===== src/hw/rtl/fpba_pkg.sv =====
`default_nettype none

package fpba_pkg;

    localparam int DEF_NUM_BLOCKS = 16;
    localparam int DEF_SIZE_WIDTH = 16;

    localparam int CMD_W    = 1;
    localparam int INDEX_W  = 4;
    localparam int VALUE_W  = 16;
    localparam int STATUS_W = 2;
    localparam int MODE_W   = 2;
    localparam int ACTIVE_W = 5;
    localparam int CFG_IDX_W  = 2;
    localparam int CFG_DATA_W = 5;

    localparam logic [CMD_W-1:0] CMD_LOAD  = 1'b0;
    localparam logic [CMD_W-1:0] CMD_ALLOC = 1'b1;

    localparam logic [STATUS_W-1:0] STAT_LOADED = 2'd0;
    localparam logic [STATUS_W-1:0] STAT_ALLOC  = 2'd1;
    localparam logic [STATUS_W-1:0] STAT_NOFIT  = 2'd2;

    localparam logic [MODE_W-1:0] FIT_FIRST = 2'd0;
    localparam logic [MODE_W-1:0] FIT_BEST  = 2'd1;
    localparam logic [MODE_W-1:0] FIT_WORST = 2'd2;

    localparam logic [CFG_IDX_W-1:0] CFG_FIT_MODE = 2'd0;
    localparam logic [CFG_IDX_W-1:0] CFG_ACTIVE   = 2'd1;

    localparam logic [ACTIVE_W-1:0] ACTIVE_RESET = 5'd16;

endpackage

`default_nettype wire


===== src/hw/rtl/fit_policy_block_allocator_core.sv =====
`default_nettype none

// Block allocator with first, best and worst fit. A load's result strobe follows in the
// next cycle; busy stays low, so a new command may follow at once. An allocate over
// active entries holds busy while it scans them, and its result strobe follows the end of
// the scan: the capacity table has a single read port, and one comparator looks at one
// entry per cycle before the chosen entry is written back.
// Every result is shown for exactly one cycle on o_result_strobe and the receiver cannot stall.
module fit_policy_block_allocator_core
    import fpba_pkg::*;
#(
    parameter int NUM_BLOCKS = DEF_NUM_BLOCKS,
    parameter int SIZE_WIDTH = DEF_SIZE_WIDTH
) (
    input  wire logic                  i_clk,
    input  wire logic                  i_rst_n,
    input  wire logic                  start,
    output logic                       busy,
    input  wire logic [CMD_W-1:0]      i_command,
    input  wire logic [INDEX_W-1:0]    i_block_index,
    input  wire logic [VALUE_W-1:0]    i_size_value,
    input  wire logic                  i_last_request,
    output logic                       o_result_strobe,
    output logic [STATUS_W-1:0]        o_status,
    output logic [INDEX_W-1:0]         o_chosen_block,
    output logic [VALUE_W-1:0]         o_remaining_after,
    output logic                       o_end_of_run,
    input  wire logic                  i_cfg_valid,
    output logic                       o_cfg_ready,
    input  wire logic [CFG_IDX_W-1:0]  i_cfg_index,
    input  wire logic [CFG_DATA_W-1:0] i_cfg_data
);

    localparam int IDX_W = (NUM_BLOCKS > 1) ? $clog2(NUM_BLOCKS) : 1;
    localparam int CNT_W = $clog2(NUM_BLOCKS + 1);

    localparam logic S_IDLE = 1'b0;
    localparam logic S_SCAN = 1'b1;

    logic                  r_state;
    logic                  n_state;

    logic [MODE_W-1:0]     r_fit_mode;
    logic [ACTIVE_W-1:0]   r_active;

    logic [SIZE_WIDTH-1:0] r_mem [NUM_BLOCKS];
    logic [NUM_BLOCKS-1:0] r_blk_vld;

    logic [CNT_W-1:0]      r_ptr;
    logic [CNT_W-1:0]      r_cnt;
    logic                  r_q_vld;
    logic [IDX_W-1:0]      r_q_idx;
    logic [SIZE_WIDTH-1:0] r_q_data;
    logic                  r_q_bv;

    logic                  r_found;
    logic [IDX_W-1:0]      r_pick;
    logic [SIZE_WIDTH-1:0] r_best;
    logic [SIZE_WIDTH-1:0] r_size;
    logic                  r_last;

    logic                  r_strobe;
    logic [STATUS_W-1:0]   r_status;
    logic [INDEX_W-1:0]    r_chosen;
    logic [VALUE_W-1:0]    r_rem;
    logic                  r_eor;

    logic                  accept;
    logic                  load_ok;
    logic [CNT_W-1:0]      count;
    logic [SIZE_WIDTH-1:0] in_size;
    logic                  issue;
    logic                  finish;
    logic [SIZE_WIDTH-1:0] cap;
    logic                  better;
    logic                  take;
    logic [SIZE_WIDTH-1:0] left_cap;
    logic                  mem_we;
    logic [IDX_W-1:0]      mem_waddr;
    logic [SIZE_WIDTH-1:0] mem_wdata;

    assign busy        = (r_state != S_IDLE);
    assign o_cfg_ready = 1'b1;
    assign accept      = start && !busy;
    assign in_size     = SIZE_WIDTH'(i_size_value);
    assign load_ok     = (32'(i_block_index) < 32'(NUM_BLOCKS));
    assign count       = (32'(r_active) > 32'(NUM_BLOCKS)) ? CNT_W'(NUM_BLOCKS)
                                                            : CNT_W'(r_active);

    assign issue  = (r_state == S_SCAN) && (r_ptr < r_cnt);
    assign finish = (r_state == S_SCAN) && (r_ptr == r_cnt) && !r_q_vld;

    assign cap    = r_q_bv ? r_q_data : '0;
    assign better = ((r_fit_mode == FIT_BEST) && (cap < r_best)) ||
                    ((r_fit_mode == FIT_WORST) && (cap > r_best));
    assign take   = r_q_vld && (cap >= r_size) && (!r_found || better);

    assign left_cap = r_best - r_size;

    always_comb begin
        mem_we    = 1'b0;
        mem_waddr = r_pick;
        mem_wdata = left_cap;
        if (accept && (i_command == CMD_LOAD) && load_ok) begin
            mem_we    = 1'b1;
            mem_waddr = IDX_W'(i_block_index);
            mem_wdata = in_size;
        end else if (finish && r_found) begin
            mem_we = 1'b1;
        end
    end

    always_comb begin
        n_state = r_state;
        case (r_state)
            S_IDLE: begin
                if (accept && (i_command == CMD_ALLOC) && (count != '0)) begin
                    n_state = S_SCAN;
                end
            end
            S_SCAN: begin
                if (finish) begin
                    n_state = S_IDLE;
                end
            end
            default: n_state = S_IDLE;
        endcase
    end

    always_ff @(posedge i_clk) begin
        if (!i_rst_n) begin
            r_state    <= S_IDLE;
            r_fit_mode <= FIT_FIRST;
            r_active   <= ACTIVE_RESET;
            r_blk_vld  <= '0;
            r_q_vld    <= 1'b0;
            r_found    <= 1'b0;
            r_strobe   <= 1'b0;
        end else begin
            r_state  <= n_state;
            r_q_vld  <= issue;
            r_strobe <= (accept && !(i_command == CMD_ALLOC && count != '0)) || finish;
            if (i_cfg_valid && o_cfg_ready) begin
                case (i_cfg_index)
                    CFG_FIT_MODE: r_fit_mode <= MODE_W'(i_cfg_data);
                    CFG_ACTIVE:   r_active   <= ACTIVE_W'(i_cfg_data);
                    default:      ;
                endcase
            end
            if (mem_we) begin
                r_blk_vld[mem_waddr] <= 1'b1;
            end
            if (accept) begin
                r_found <= 1'b0;
            end else if (take) begin
                r_found <= 1'b1;
            end
        end
    end

    always_ff @(posedge i_clk) begin
        if (mem_we) begin
            r_mem[mem_waddr] <= mem_wdata;
        end
        if (issue) begin
            r_q_data <= r_mem[r_ptr[IDX_W-1:0]];
            r_q_bv   <= r_blk_vld[r_ptr[IDX_W-1:0]];
            r_q_idx  <= r_ptr[IDX_W-1:0];
            r_ptr    <= r_ptr + CNT_W'(1);
        end
        if (take) begin
            r_pick <= r_q_idx;
            r_best <= cap;
        end
        if (accept) begin
            r_ptr  <= '0;
            r_cnt  <= count;
            r_size <= in_size;
            r_last <= i_last_request;
            r_eor  <= i_last_request;
            if (i_command == CMD_LOAD) begin
                r_status <= STAT_LOADED;
                r_chosen <= '0;
                r_rem    <= load_ok ? VALUE_W'(in_size) : '0;
            end else begin
                r_status <= STAT_NOFIT;
                r_chosen <= '0;
                r_rem    <= '0;
            end
        end else if (finish) begin
            r_eor <= r_last;
            if (r_found) begin
                r_status <= STAT_ALLOC;
                r_chosen <= INDEX_W'(r_pick);
                r_rem    <= VALUE_W'(left_cap);
            end else begin
                r_status <= STAT_NOFIT;
                r_chosen <= '0;
                r_rem    <= '0;
            end
        end
    end

    assign o_result_strobe   = r_strobe;
    assign o_status          = r_status;
    assign o_chosen_block    = r_chosen;
    assign o_remaining_after = r_rem;
    assign o_end_of_run      = r_eor;

    a_alloc_goes_busy: assert property (@(posedge i_clk) disable iff (!i_rst_n)
        (accept && (i_command == CMD_ALLOC) && (count != '0)) |=> busy)
        else $error("Allocate with active entries did not start a scan.");

    a_no_result_while_busy: assert property (@(posedge i_clk) disable iff (!i_rst_n)
        busy |-> !o_result_strobe)
        else $error("Result strobe raised during a scan.");

    a_pick_in_range: assert property (@(posedge i_clk) disable iff (!i_rst_n)
        (busy && r_found) |-> (32'(r_pick) < 32'(r_cnt)))
        else $error("Chosen entry lies outside the active range.");

    a_read_in_range: assert property (@(posedge i_clk) disable iff (!i_rst_n)
        (busy && r_q_vld) |-> (32'(r_q_idx) < 32'(r_cnt)))
        else $error("Scan read an entry outside the active range.");

endmodule

`default_nettype wire


===== config.mk =====
export PLATFORM = sky130hd
export DESIGN_NAME = fit_policy_block_allocator_core
export DESIGN_NICKNAME = d
export VERILOG_FILES = /design/src/hw/rtl/fpba_pkg.sv /design/src/hw/rtl/fit_policy_block_allocator_core.sv
export SDC_FILE = /design/constraint.sdc
export NUM_CORES = 1
export LEC_CHECK = 0
export ABC_AREA = 1
export ABC_CLOCK_PERIOD_IN_PS = 8610
export BUFFER_PORTS_ARGS = -buffer_cell sky130_fd_sc_hd__buf_2
export CAP_MARGIN = 20
export CELL_PAD_IN_SITES_DETAIL_PLACEMENT = 1
export CELL_PAD_IN_SITES_GLOBAL_PLACEMENT = 1
export CORE_MARGIN = 1
export CORE_UTILIZATION = 54
export CTS_CLUSTER_DIAMETER = 30
export DETAILED_ROUTE_END_ITERATION = 7
export GPL_TIMING_DRIVEN = 0
export PLACE_DENSITY_LB_ADDON = 0.1
export SYNTH_ARGS = -nofsm -noshare
export SYNTH_HDL_FRONTEND = slang
export SYNTH_SLANG_ARGS = --single-unit

===== constraint.sdc =====
create_clock -name i_clk -period 8.61 [get_ports i_clk]
set_clock_uncertainty 0.1 [all_clocks]
set_input_delay 0 -clock i_clk [delete_from_list [all_inputs] [get_ports i_clk]]
set_output_delay 0 -clock i_clk [all_outputs]
set_load 0.02 [all_outputs]

==> out/results.ini <==
[sta]
hold_violations=0
fmax_mhz=263
fin_ws_ns=4.81
setup_tns_ns=0
worst_slew_pin_slew_ns=1.22
finalCritPeriodShare=0.441
rsz0062_at_grt=false
fin_crit_ns=3.80
maxSlewHeadroom=0.179
slew_viol_final=0
setup_viol=0

[logic_synthesis]
synth_largest_area_cell=edfxtp_1
syn_nets=1494
netlist_area_um2=16200
yosys-top-cells-count=edfxtp_1 (338), o21ai_0 (188), nor2_1 (175), nand2_1 (156), inv_1 (129)
synth_most_common_cell=edfxtp_1
synthCells=1410
synth_edf_count=338
synth_area_leaders=edfxtp_1 (63%), o21ai_0 (5.8%), dfxtp_1 (4.5%), nor2_1 (4.1%), ha_1 (3.9%)
synthFlopType=edfxtp_1
yosysWarningCount=0
ys_seq_elements=374
ys_seq_area_frac=0.673
synth_cell_types=46
synth_top_area_share=0.628
syn_area_per_cell_um2=11.5
synth-async-reset-ratio=0

[place]
preCtsSetupSlack_ns=5.01
gp_congestion=0.923
hpwlAfterDp_um=32900
portBuffers=56

[finish]
drive_above_1_share=0.143
multiInputGateArea_um2=4480
fin_nets=1686
fill_cells=2892
regArea_um2=10900
syn2layout_area_growth_pct=23.6

[clock_tree]
clock_sinks=374
postCtsResizedCells=0
post_cts_buffers=0
cts_tree=built
cts-root-buf=clkbuf_16
h-tree-depth=3
numCtsBuffers=78
path_clk_slew_ns=0.05
clk_latency_ns=0.58
cts_buffer_depth=3

[worst_hold_path]
whs_endpoint=r_size[2]$_DFFE_PP_
worstHoldStart=i_size_value[2]
holdPathStages=2
hold_class=primary input to flip-flop

[critical_path]
reg2reg_from=r_ptr[0]$_SDFFE_PP0P_
crit_path_start_kind=flip-flop
crit_start=r_ptr[0]$_SDFFE_PP0P_
worst-path-buf-inv=6
crit_family=buffers and inverters
reg2reg_slack_ns=4.81
required_ns=8.70
r2r-end=r_mem[14][4]$_DFFE_PP_
critPathMaxFanout=16
critPathMaxStageDelay_ns=0.72
critPathKind=flip-flop to flip-flop
cp_cell_sequence=buf_2, inv_2, buf_4, buf_2, ha_1, nand2_1, nor4_4, nand2_2, nand2_2, buf_6, nand3_1, inv_1
crit_slowest_cell=inv_1
worst-path-stages=12
cp-end-kind=flip-flop
crit_arrival_ns=3.88
reg2regPathDepth=12

[flow_run]
cap_violations=0

[power]
ir_worst_vdd_mv=0.192
p_per_area_nw_per_um2=278
leakagePower_nw=7.75

[floorplanning]
dieArea_um2=30600
rows=62
ios=59
die_h_um=175
design.core.area_um2=29100
start_util=0.555
die_x_um=175

[route]
vias=12700
ant_nets=0
wl_per_cell_um=27.6
drt_first_iter_violations=1214
drt_pass1_iterations=5
drcViolationCount=0
wl_um=56600
vias_per_cell=6.21

[global_route]
globalRouteTotalUtil=0.375
antenna_found_initial=2
grt_overflow=0
grt_pass1_wl_um=83800
grt_max_degree=28
grt_pass1_vias=14000

[status]
status=complete, no violations

power breakdown:
group	total, mW	switching [mW]	internal, mW
Combinational	0.568	0.423	0.145
Clock	2.89	1.03	1.86
Sequential	2.09	0.0196	2.07
sequential cells by signal, summed over array words and instances, names as in the netlist, 4 cells and up:
| signal | flops |
|---|---|
| o_remaining_after | 16 |
| r_pick | 4 |
| r_blk_vld | 16 |
| r_q_data | 16 |
| r_ptr | 5 |
| r_mem | 256 |
| r_best | 16 |
| r_size | 16 |
| r_active | 5 |
| r_cnt | 5 |
| o_chosen_block | 4 |
| r_q_idx | 4 |
metrics by stage:
stage / hold WS, ns / power, mW / utilization / instance area [um^2] / std cells
floorplan: -0.00113 / 2.40 / - / 16200 / 1410
global placement: 0.0924 / 2.59 / 0.581 / 16900 / 1850
detailed placement: 0.0940 / 2.62 / 0.584 / 17000 / 1858
CTS: 0.0486 / 5.48 / 0.685 / 19900 / 2047
global route: 0.0755 / 5.65 / 0.686 / 20000 / 2048
finish: 0.0729 / 5.55 / 0.686 / 20000 / 2049
metal layers:
layer	GRT usage	vias to the layer above	routed length, um
li1	-	5422	-
met1	0.433	6346	20600
met2	0.634	739	28000
met3	0.0709	221	4350
met4	0.258	2	3620
met5	0	-	13
worst max-delay path by stage:
stage,endpoint
after global routing,r_mem[14][7]$_DFFE_PP_
after detailed placement,r_best[0]$_DFFE_PP_
after CTS,r_pick[1]$_DFFE_PP_
final,r_mem[14][4]$_DFFE_PP_
after floorplan,r_mem[0][8]$_DFFE_PP_
after global placement,r_mem[0][8]$_DFFE_PP_
layout by cell type (no fill, tap or decap), types with 49 or more instances in the layout:
| master | count |
|---|---|
| nand2_1 | 156 |
| inv_1 | 129 |
| nand3_1 | 77 |
| nor2_1 | 175 |
| a21oi_1 | 49 |
| ha_1 | 50 |
| clkbuf_1 | 54 |
| buf_2 | 73 |
| edfxtp_1 | 338 |
| clkbuf_16 | 80 |
| o21ai_0 | 177 |
cells by family after synthesis:
kind of cell,after synthesis,synth area share
AOI/OAI and AO/OA,328,0.116
xor gates and xnor gates,9,0.00488
adders and majority gates,51,0.0400
buffers and inverters,205,0.0504
DFF,374,0.673
other,1,0.000232
and+or+nand+nor,442,0.116
repair_timing:
action                     CTS  global route
hold buffers                47             0
setup endpoints to repair    0             0
hold endpoints to repair    72             0
cell type report:
type	instances	area share
buffer	62	0.0138
multi-input combinational	831	0.224
antenna	1	0.000125
timing repair buffer	112	0.0420
inverter	143	0.0270
tap	384	0.0241
sequential	374	0.544
clock inverter	45	0.0202
clock buffer	97	0.104
No activity file was read; power rests on OpenSTA's default activity.
